### config.mk
export PLATFORM = sky130hd
export DESIGN_NAME = shared_buffer_multi_stack_top
export DESIGN_NICKNAME = d
export VERILOG_FILES = /design/src/sbms_pkg.sv /design/src/shared_buffer_multi_stack_top.sv /design/src/sbms_store.sv
export SDC_FILE = /design/constraint.sdc
export NUM_CORES = 2
export LEC_CHECK = 0
export BUFFER_PORTS_ARGS = -buffer_cell sky130_fd_sc_hd__clkbuf_2
export CORE_AREA = 3 3 530 427
export DETAILED_ROUTE_END_ITERATION = 12
export DIE_AREA = 0 0 533 430
export PLACE_DENSITY = 0.66
export SYNTH_ARGS = -nofsm -noshare
export SYNTH_HDL_FRONTEND = slang
export SYNTH_SLANG_ARGS = --single-unit
### constraint.sdc
create_clock -name clk_i -period 7.3 [get_ports clk_i]
set_input_delay 1.095 -clock clk_i [delete_from_list [all_inputs] [get_ports clk_i]]
set_output_delay 1.095 -clock clk_i [all_outputs]
set_load 0.1 [all_outputs]
### src/sbms_pkg.sv
// ----------------------------------------------------------------------------
// sbms_pkg
// Types and sizes shared by the multi-stack block, its store and its checker.
// ----------------------------------------------------------------------------
`timescale 1ns / 1ps

package sbms_pkg;

  localparam int NUM_STACKS = 8;
  localparam int CAPACITY   = 64;
  localparam int SID_W      = 3;
  localparam int VAL_W      = 32;
  localparam int ADDR_W     = $clog2(CAPACITY);
  localparam int PTR_W      = $clog2(CAPACITY + 1);

  typedef logic [PTR_W-1:0] ptr_t;

  // A pointer equal to the capacity marks "no entry"
  localparam ptr_t NO_ENTRY = PTR_W'(CAPACITY);

  typedef enum logic {
    OP_PUSH = 1'b0,
    OP_POP  = 1'b1
  } op_e;

  typedef struct packed {
    op_e                     op;
    logic [SID_W-1:0]        stack_id;
    logic signed [VAL_W-1:0] push_value;
  } in_item_t;

  typedef struct packed {
    logic                    ok;
    logic signed [VAL_W-1:0] pop_value;
  } out_item_t;

  // Write request into the entry store
  typedef struct packed {
    logic                    en;
    logic [ADDR_W-1:0]       addr;
    logic                    wr_value;
    logic signed [VAL_W-1:0] value;
    ptr_t                    link;
  } store_wr_t;

endpackage

### src/shared_buffer_multi_stack_top.sv
// ----------------------------------------------------------------------------
// shared_buffer_multi_stack_top
// Eight LIFO stacks sharing one 64-entry store through a linked free list.
//
// Input channel (in_valid_i / in_stall_o / in_item_i): one item per push or
// pop, with the stack number and, for a push, the value.
// Output channel (out_valid_o / out_stall_i / out_item_o): one item per
// input item with an ok flag and, for a successful pop, the popped value.
// A push fails (ok low) when the store is full, a pop when the stack is
// empty; neither changes any state then.
// Sequence: the entry store is read at the input accept; in the EXEC state the
// pointer and link write-back follows and the result is registered. The block
// takes no new item until that write-back is done.
// The finished item sits in the output register; while a stall holds it
// there the input stalls too, and the next item is taken at the edge that
// frees the output register.
// Reset: all stacks empty, free list runs through entries 0 to 63 in order,
// output register empty. No clearing pass is needed.
// ----------------------------------------------------------------------------
`timescale 1ns / 1ps

module shared_buffer_multi_stack_top
  import sbms_pkg::*;
(
  input  logic      clk_i,
  input  logic      rst_ni,
  input  logic      in_valid_i,
  output logic      in_stall_o,
  input  in_item_t  in_item_i,
  output logic      out_valid_o,
  input  logic      out_stall_i,
  output out_item_t out_item_o
);

  typedef enum logic {
    ST_IDLE,
    ST_EXEC
  } state_e;

  state_e    state_q;
  in_item_t  req_q;
  ptr_t      entry_q;
  ptr_t      tops_q [NUM_STACKS];
  ptr_t      free_head_q;
  logic      out_valid_q;
  out_item_t out_item_q;

  logic                    in_acc;
  ptr_t                    entry_sel;
  logic                    rd_en;
  logic                    hit;
  store_wr_t               wr;
  ptr_t                    link_rd;
  logic signed [VAL_W-1:0] value_rd;

  // Take an item when idle and the output register frees up
  assign in_stall_o = !((state_q == ST_IDLE) && (!out_valid_q || !out_stall_i));
  assign in_acc     = in_valid_i && !in_stall_o;

  // Pick the entry: free head for a push, stack top for a pop
  assign entry_sel = (in_item_i.op == OP_POP) ? tops_q[in_item_i.stack_id] : free_head_q;
  assign rd_en     = in_acc && (entry_sel < NO_ENTRY);
  assign hit       = entry_q < NO_ENTRY;

  // Write back the touched entry
  always_comb begin
    wr.en       = (state_q == ST_EXEC) && hit;
    wr.addr     = entry_q[ADDR_W-1:0];
    wr.wr_value = (req_q.op == OP_PUSH);
    wr.value    = req_q.push_value;
    wr.link     = (req_q.op == OP_PUSH) ? tops_q[req_q.stack_id] : free_head_q;
  end

  sbms_store u_store (
    .clk_i     (clk_i),
    .rst_ni    (rst_ni),
    .rd_en_i   (rd_en),
    .rd_addr_i (entry_sel[ADDR_W-1:0]),
    .wr_i      (wr),
    .link_o    (link_rd),
    .value_o   (value_rd)
  );

  // Sequence the item, update pointers, hold the result
  always_ff @(posedge clk_i or negedge rst_ni) begin
    if (!rst_ni) begin
      state_q     <= ST_IDLE;
      req_q       <= '0;
      entry_q     <= NO_ENTRY;
      free_head_q <= '0;
      out_valid_q <= 1'b0;
      out_item_q  <= '0;
      for (int i = 0; i < NUM_STACKS; i++) begin
        tops_q[i] <= NO_ENTRY;
      end
    end else begin
      if (out_valid_q && !out_stall_i) begin
        out_valid_q <= 1'b0;
      end
      unique case (state_q)
        ST_IDLE: begin
          if (in_acc) begin
            req_q   <= in_item_i;
            entry_q <= entry_sel;
            state_q <= ST_EXEC;
          end
        end
        ST_EXEC: begin
          if (hit) begin
            if (req_q.op == OP_PUSH) begin
              free_head_q            <= link_rd;
              tops_q[req_q.stack_id] <= entry_q;
            end else begin
              tops_q[req_q.stack_id] <= link_rd;
              free_head_q            <= entry_q;
            end
          end
          out_item_q.ok        <= hit;
          out_item_q.pop_value <= (hit && (req_q.op == OP_POP)) ? value_rd : '0;
          out_valid_q          <= 1'b1;
          state_q              <= ST_IDLE;
        end
        default: begin
          state_q <= ST_IDLE;
        end
      endcase
    end
  end

  assign out_valid_o = out_valid_q;
  assign out_item_o  = out_item_q;

endmodule

### src/sbms_store.sv
// ----------------------------------------------------------------------------
// sbms_store
// Entry store: value memory and link memory, one read and one write a cycle,
// read data registered. Links never written read as "next entry".
// ----------------------------------------------------------------------------
`timescale 1ns / 1ps

module sbms_store
  import sbms_pkg::*;
(
  input  logic                    clk_i,
  input  logic                    rst_ni,
  input  logic                    rd_en_i,
  input  logic [ADDR_W-1:0]       rd_addr_i,
  input  store_wr_t               wr_i,
  output ptr_t                    link_o,
  output logic signed [VAL_W-1:0] value_o
);

  logic signed [VAL_W-1:0] value_mem [CAPACITY];
  ptr_t                    link_mem  [CAPACITY];

  logic [CAPACITY-1:0]     link_vld_q;
  logic                    rd_vld_q;
  logic [ADDR_W-1:0]       rd_addr_q;
  ptr_t                    link_rd_q;
  logic signed [VAL_W-1:0] value_rd_q;

  // Write and read the memories
  always_ff @(posedge clk_i) begin
    if (wr_i.en) begin
      link_mem[wr_i.addr] <= wr_i.link;
      if (wr_i.wr_value) begin
        value_mem[wr_i.addr] <= wr_i.value;
      end
    end
    if (rd_en_i) begin
      link_rd_q  <= link_mem[rd_addr_i];
      value_rd_q <= value_mem[rd_addr_i];
    end
  end

  // Track which links hold written data
  always_ff @(posedge clk_i or negedge rst_ni) begin
    if (!rst_ni) begin
      link_vld_q <= '0;
      rd_vld_q   <= 1'b0;
      rd_addr_q  <= '0;
    end else begin
      if (wr_i.en) begin
        link_vld_q[wr_i.addr] <= 1'b1;
      end
      if (rd_en_i) begin
        rd_vld_q  <= link_vld_q[rd_addr_i];
        rd_addr_q <= rd_addr_i;
      end
    end
  end

  // Fall back to the reset chain for unwritten links
  assign link_o  = rd_vld_q ? link_rd_q : (PTR_W'(rd_addr_q) + PTR_W'(1));
  assign value_o = value_rd_q;

endmodule

# Yosys cells after proc, flatten, opt, wreduce, memory -nomap -nowiden
# Memories as Yosys holds them, arrays and structs flattened. A register that Yosys moved wholly into a read port is not among the register bits.
# Cells that the tools add are included.
# op_classes
n_addsub	1
n_lt_le_gt_ge	8
muxes	29
n_bitwise	4
n_reduce_logical	15
# op_table
cell	count
56-bit bitwise mux	2
64-bit bitwise OR	1
7-bit 2-to-1 mux	9
56-bit 2-to-1 mux	1
7-bit binary-select mux with 3-bit select	2
32-bit 2-to-1 mux	1
7-bit demux with 3-bit select	1
6-bit by 7-bit < comparator with 1-bit output (second input constant)	2
7-bit < comparator (second input constant)	2
1-bit 2-to-1 mux	10
4-bit greater-or-equal comparator (second input constant)	2
1-bit logical AND	8
3-bit inverter with 4-bit output	2
6-bit by 1-bit adder with 7-bit output (second input constant)	1
1-bit binary-select mux with 6-bit select	1
1-bit demux with 6-bit select	1
6-bit by 1-bit greater-or-equal comparator with 1-bit output (second input constant)	1
4-bit by 1-bit < comparator with 1-bit output (second input constant)	1
2-bit AND reduction	2
1-bit zero test	3
1-bit one-hot mux with 2 select lines	1
2-bit nonzero test	1
1-bit logical OR	1
1-bit inverter	1
# word_totals
ff_bits	212
ramBits	2496
in_bits	40
wordCells	79
mem_count	2
# mem_list
memory	words	word_bits	rd	rd_ports_with_merged_regs	write_ports	line	source
u_store.value_mem	64	32	1	1	1	sbms_store.sv:20	logic signed [VAL_W-1:0] value_mem [CAPACITY];
u_store.link_mem	64	7	1	1	1	sbms_store.sv:21	ptr_t link_mem [CAPACITY];

# Logic depth before layout (Yosys ltp)
# depth
word_depth	7
depth_mapped	15

# Modules after synthesis
# Synthesis repeated with hierarchy kept, for this count alone.
# unflattened
hier_cells	4607
hier_area_um2	105626.3
# modules_own_cells
mod	instances	cells_per_inst	area_per_inst_um2	seq_area_each_um2
sbms_store	1	4032	99235.2	77899.7
shared_buffer_multi_stack_top	1	575	6391.1	3539.6

# Least setup slack after synthesis
# No wires, ideal clock.
# synth_path
path_kind	input -> register
startpoint	in in_item_i[32] (netlist name)
endpoint	reg u_store.rd_vld_q
arrival_time_ns	5.172
slack_ns	2.042
path_stages	8
path_buffers	2
cell_sequence	buf_6 buf_6 mux4_2 mux2_2 a211oi_2 o311ai_0 or4_1 o211ai_1
# synth_between
elab_chain_cells	7
# synth_rtl
item	line	source
start, declared	shared_buffer_multi_stack_top.sv:29	input in_item_t in_item_i,
3-bit inverter with 4-bit output (implied by the code)	shared_buffer_multi_stack_top.sv:61	assign entry_sel = (in_item_i.op == OP_POP) ? tops_q[in_item_i.stack_id] : free_head_q;
7-bit binary-select mux with 3-bit select	shared_buffer_multi_stack_top.sv:61	
7-bit 2-to-1 mux (implied by the code) (2 in a row)	shared_buffer_multi_stack_top.sv:61	
7-bit 2-to-1 mux	shared_buffer_multi_stack_top.sv:61	
7-bit < comparator	shared_buffer_multi_stack_top.sv:62	assign rd_en = in_acc && (entry_sel < NO_ENTRY);
1-bit logical AND	shared_buffer_multi_stack_top.sv:62	
named net rd_en	shared_buffer_multi_stack_top.sv:50	logic rd_en;
end signal, assigned	sbms_store.sv:54	rd_vld_q <= link_vld_q[rd_addr_i];
end, declared	sbms_store.sv:24	logic rd_vld_q;
# The timed path passes the listed nets, and every way through them passes these cells. The select of a mux whose other input is x is not followed.
# A chain may end at the register's enable or synchronous reset.

# Final worst setup path
# layout_path
startpoint	in in_item_i[32] (netlist name)
endpoint	reg u_store.value_rd_q[4] (netlist: u_store.value_o[4]) (read register of u_store.value_mem) (data pin)
# layout_between
elab_chain_cells	7
# layout_rtl
item	line	source
3-bit inverter with 4-bit output (implied by the code) *	shared_buffer_multi_stack_top.sv:61	
7-bit binary-select mux with 3-bit select *	shared_buffer_multi_stack_top.sv:61	
7-bit 2-to-1 mux (implied by the code) * (2 in a row)	shared_buffer_multi_stack_top.sv:61	
7-bit 2-to-1 mux *	shared_buffer_multi_stack_top.sv:61	
7-bit < comparator	shared_buffer_multi_stack_top.sv:62	
1-bit logical AND	shared_buffer_multi_stack_top.sv:62	
end, declared	sbms_store.sv:27	logic signed [VAL_W-1:0] value_rd_q;
# Every way passes the cells marked *; elsewhere a longest branch is shown, timed or not. The select of a mux whose other input is x is not followed.

==> results summary <==
The routed length on met1 is 133800 µm. The total negative slack came out at 0 ps. The final reports fail on capacitance limit, slew limit. Using the TritonRoute via totals, the vias-per-cell ratio works out to 6.286. The leakage power is 43.54 nW. The layout overhead on the synthesized area is 12.57%. For this run the aggregate overflow at the end of global routing stands at 0.

The uppermost metal layer occupied by signal nets is met5. The utilization after layout is 56.31%. The share of synthesized flip-flops with an asynchronous set or reset is under 10%. The maximum clock rate is approximately 180 MHz. The count of standard-cell rows came out at 154. The peak ir drop on the vdd network came out at 276.8 µV. The slew at the pin closest to its max-slew limit came out at 1582 ps. Of the cells placed in the final design, the portion with a size suffix greater than 1 is 12.77%. The critical-path maximum fanout is 73.

The synthesis warning total is 0. The number of hold violations in the final report came out at 0. The worst setup path is captured at a flop. The maximum number of pins on one net before global-route repair is 145.

The internal power consumption is 0.03077 W. In this run the tightest slew margin relative to its limit is -6.347%. The wire length per cell is 30.11 µm. The net switching power came out at 0.01616 W. For this run, the leading register cell type out of synthesis is sky130_fd_sc_hd__edfxtp_1. The final layout contains 7901 nets. The worst endpoint data arrival time came out at between 6000 and 7000 ps.

The routed layout has 69390 vias. Setup repair after global routing left no endpoint under its margin. The HPWL after detailed placement came out at 189800 µm. The number of clock sinks is 2747.

The library cell used most frequently in the layout, excluding fill and tap cells, is sky130_fd_sc_hd__edfxtp_1. In this run switching power makes up 34.44% of total power. Synthesis produced a netlist whose cell count is 7725. Detailed routing placed a total of 140800 µm of wire on met2. The max-slew violation total from the final report is 2. Measured in cells, the most critical reg-to-reg path has a length of 8. The number of enable-type register cells in the synthesized netlist is 2535. The DRC marker count from the first detailed-route iteration came out at 11210.

The fraction of the yosys area taken by sequential cells is 73.80%. The post-route antenna net violation count came out at 0. The kind of critical path is input pin to flop.

The initial cell density of the core is 50.02%. The number of buffers added to fix hold violations after cts came out at 0. The critical path data required time is 7930 ps. The post-CTS setup buffer count is 0.

The placement-stage worst setup slack is 1297 ps. TritonCTS built the clock tree. The via count of the first global-routing pass is about 65000. The I/O pin total is 75.

The final critical path time including I/O delays and setup came out at 5510 ps. In this run the tool buffered the top-level ports with 74 buffer cells. The total power divided by cell area came out at between 300 and 400 nW/µm².

The die boundary height is ~430 µm. The area of the core is 220600 µm². The full die area is 229200 µm².

The first global-routing pass estimated 475100 µm of wire. The part of the total power dissipated in sequential elements is 41.9%. The net count after synthesis came out at 7766. The global-route usage over all layers came out at 28.40%. The number of setup violations in the final report came out at 0. The post-route clock period utilization is 75.48%. The clock reaches the later pin of the worst-skew pair after between 900 and 1000 ps. The final setup skew came out at 62.16 ps. Clock tree synthesis selected as its root buffer the cell sky130_fd_sc_hd__clkbuf_16.

In this run, the clock network consumes 30.1% of the power. In the layout the commonest cells are sky130_fd_sc_hd__edfxtp_1, sky130_fd_sc_hd__nand2_1, sky130_fd_sc_hd__mux2i_1. The number of buffers created by CTS came out at roughly 280.

The total iterations of the first detailed-routing run came out at 8. The buffer depth of the longest clock path came out at 4. The count of different cell masters after synthesis is 66.

The total DRC errors in the routed layout came out at 0. The total met3 wirelength after detailed routing came out at about 46000 µm. The overall routed net length is between 300000 and 400000 µm. The die width is 533 µm. The synthesized design contains 2747 register bits.

The placer's final routability congestion estimate came out at 0.9013. The worst setup path is launched from an input pin. The post-layout worst setup margin came out at 1790 ps. The quantity of gates resized following cts is 0.

The initial antenna violation count is 27. The post-CTS clock slew at the launch and capture registers of the worst setup and hold paths came out at 70 ps. Each instance of the synthesized netlist takes up on average 14.28 µm². The path category of the worst min-delay check is input pin to async pin. The flow ran to the end, but the final reports show violations.

The cell area after synthesis came out at 110300 µm². The reported max-cap violation count is 1. The H-tree was split into 5 levels. The proportion of power drawn by combinational gates came out at 28.0%.
-- flip-flops by register name, summed over array words and instances, names as in the netlist --
signal	flops
u_store.value_mem	2048
u_store.link_mem	448
u_store.link_vld_q	64
tops_q	56
req_q	36
out_item_o	33
u_store.value_o	32
entry_q	7
free_head_q	7
u_store.link_rd_q	7
u_store.rd_addr_q	6
out_valid_o	1
state_q	1
u_store.rd_vld_q	1
-- cell families (layout without fill, tap and decap cells) --
group	Yosys count	in the layout	share of synthesized area, %
adder cells (fa/ha/maj)	1	1	0.01134
other	0	11	0
flip-flops	2747	2747	73.80
AO/OA/AOI/OAI	1091	1091	6.561
multiplexers	753	753	7.281
XOR/XNOR	4	4	0.03175
buffers and inverters	698	1036	2.824
AND/OR/NAND/NOR	2431	2431	9.489
-- power by group through the flow --
stage | Sequential, W | Combinational, W | Clock, W
4_1_cts | 0.0196 | 0.0128 | 0.0142
3_3_place_gp | 0.0199 | 0.0126 | 0
5_1_grt | 0.0197 | 0.0138 | 0.0149
2_1_floorplan | 0.0201 | 0.00725 | 0
3_5_place_dp | 0.0200 | 0.0128 | 0
6_report | 0.0197 | 0.0131 | 0.0141
-- layout make-up --
type	count	area (µm²)
clock buffer	391	7821
timing repair buffer	360	2965
tap	2964	3709
antenna	11	27.53
fill	17110	96400
multi-input combinational	4280	26490
clock inverter	98	1023
sequential	2747	81480
inverter	187	701.9
-- layer usage --
metal / vias up / GRT usage (%)
met5: - / 0
met4: 12 / 9.379
met3: 623 / 8.970
met2: 4609 / 39.78
met1: 34860 / 42.02
li1: 29280 / -
-- final timing paths --
check | slack (ps) | from | to
setup reg to reg | 2260 | tops_q[1] | u_store.value_o[4]
hold / removal | 270 | rst_ni | tops_q[39]
max in group asynchronous | 5550 | rst_ni | req_q[22]
setup / recovery | 1790 | in_item_i[32] | u_store.value_o[4]
min in group clk_i | 370 | in_item_i[27] | req_q[27]
hold reg to reg | 470 | u_store.link_vld_q[35] | u_store.link_vld_q[35]
-- Yosys cell counts, types with 19 or more instances --
master                      count  share of area, %
sky130_fd_sc_hd__edfxtp_1    2535                69
sky130_fd_sc_hd__nand2_1     1447               4.9
sky130_fd_sc_hd__mux2i_1      692               6.3
sky130_fd_sc_hd__nand3_1      514               2.3
sky130_fd_sc_hd__a211oi_1     290               2.0
sky130_fd_sc_hd__a21oi_1      277               1.3
sky130_fd_sc_hd__clkbuf_1     260              0.88
sky130_fd_sc_hd__dfrtp_1      203               4.6
sky130_fd_sc_hd__inv_1        184              0.63
sky130_fd_sc_hd__o21ai_0      181              0.82
sky130_fd_sc_hd__buf_2        166              0.75
sky130_fd_sc_hd__nor2_1       144              0.49
sky130_fd_sc_hd__nor3_1       122              0.55
sky130_fd_sc_hd__o221ai_1      73              0.58
sky130_fd_sc_hd__a32oi_1       64              0.51
sky130_fd_sc_hd__or2_2         64              0.36
sky130_fd_sc_hd__a31oi_1       53              0.30
sky130_fd_sc_hd__nand4_1       50              0.28
sky130_fd_sc_hd__buf_4         49              0.33
sky130_fd_sc_hd__mux4_2        36              0.73
sky130_fd_sc_hd__o22ai_1       27              0.15
sky130_fd_sc_hd__o32ai_1       24              0.19
sky130_fd_sc_hd__buf_1         22             0.075
sky130_fd_sc_hd__mux2_2        22              0.22
sky130_fd_sc_hd__a2111oi_0     19              0.15
-- per-stage QoR --
| stage | instance area (µm²) | hold WS, ps | std cells | power, W |
|---|---|---|---|---|
| final | 124200 | 266.6 | 11040 | 0.04694 |
| after global routing | 124200 | 314.4 | 11030 | 0.04840 |
| after CTS | 124200 | 281.8 | 11030 | 0.04669 |
| after detailed placement | 115300 | 452.1 | 10540 | 0.03271 |
| after global placement | 115300 | 447.9 | 10530 | 0.03251 |
| after floorplan | 110300 | 426.0 | 7725 | 0.02733 |
-- critical path: stages --
cell                       delay (ps)
sky130_fd_sc_hd__clkbuf_2         540
sky130_fd_sc_hd__mux2_2           420
sky130_fd_sc_hd__mux4_2           550
sky130_fd_sc_hd__mux2_8           540
sky130_fd_sc_hd__nand2_4          560
sky130_fd_sc_hd__o221ai_1         520
sky130_fd_sc_hd__o211ai_1         440
sky130_fd_sc_hd__nand4_1          710
sky130_fd_sc_hd__or4_1            650
(Power assumes the default switching activity.)
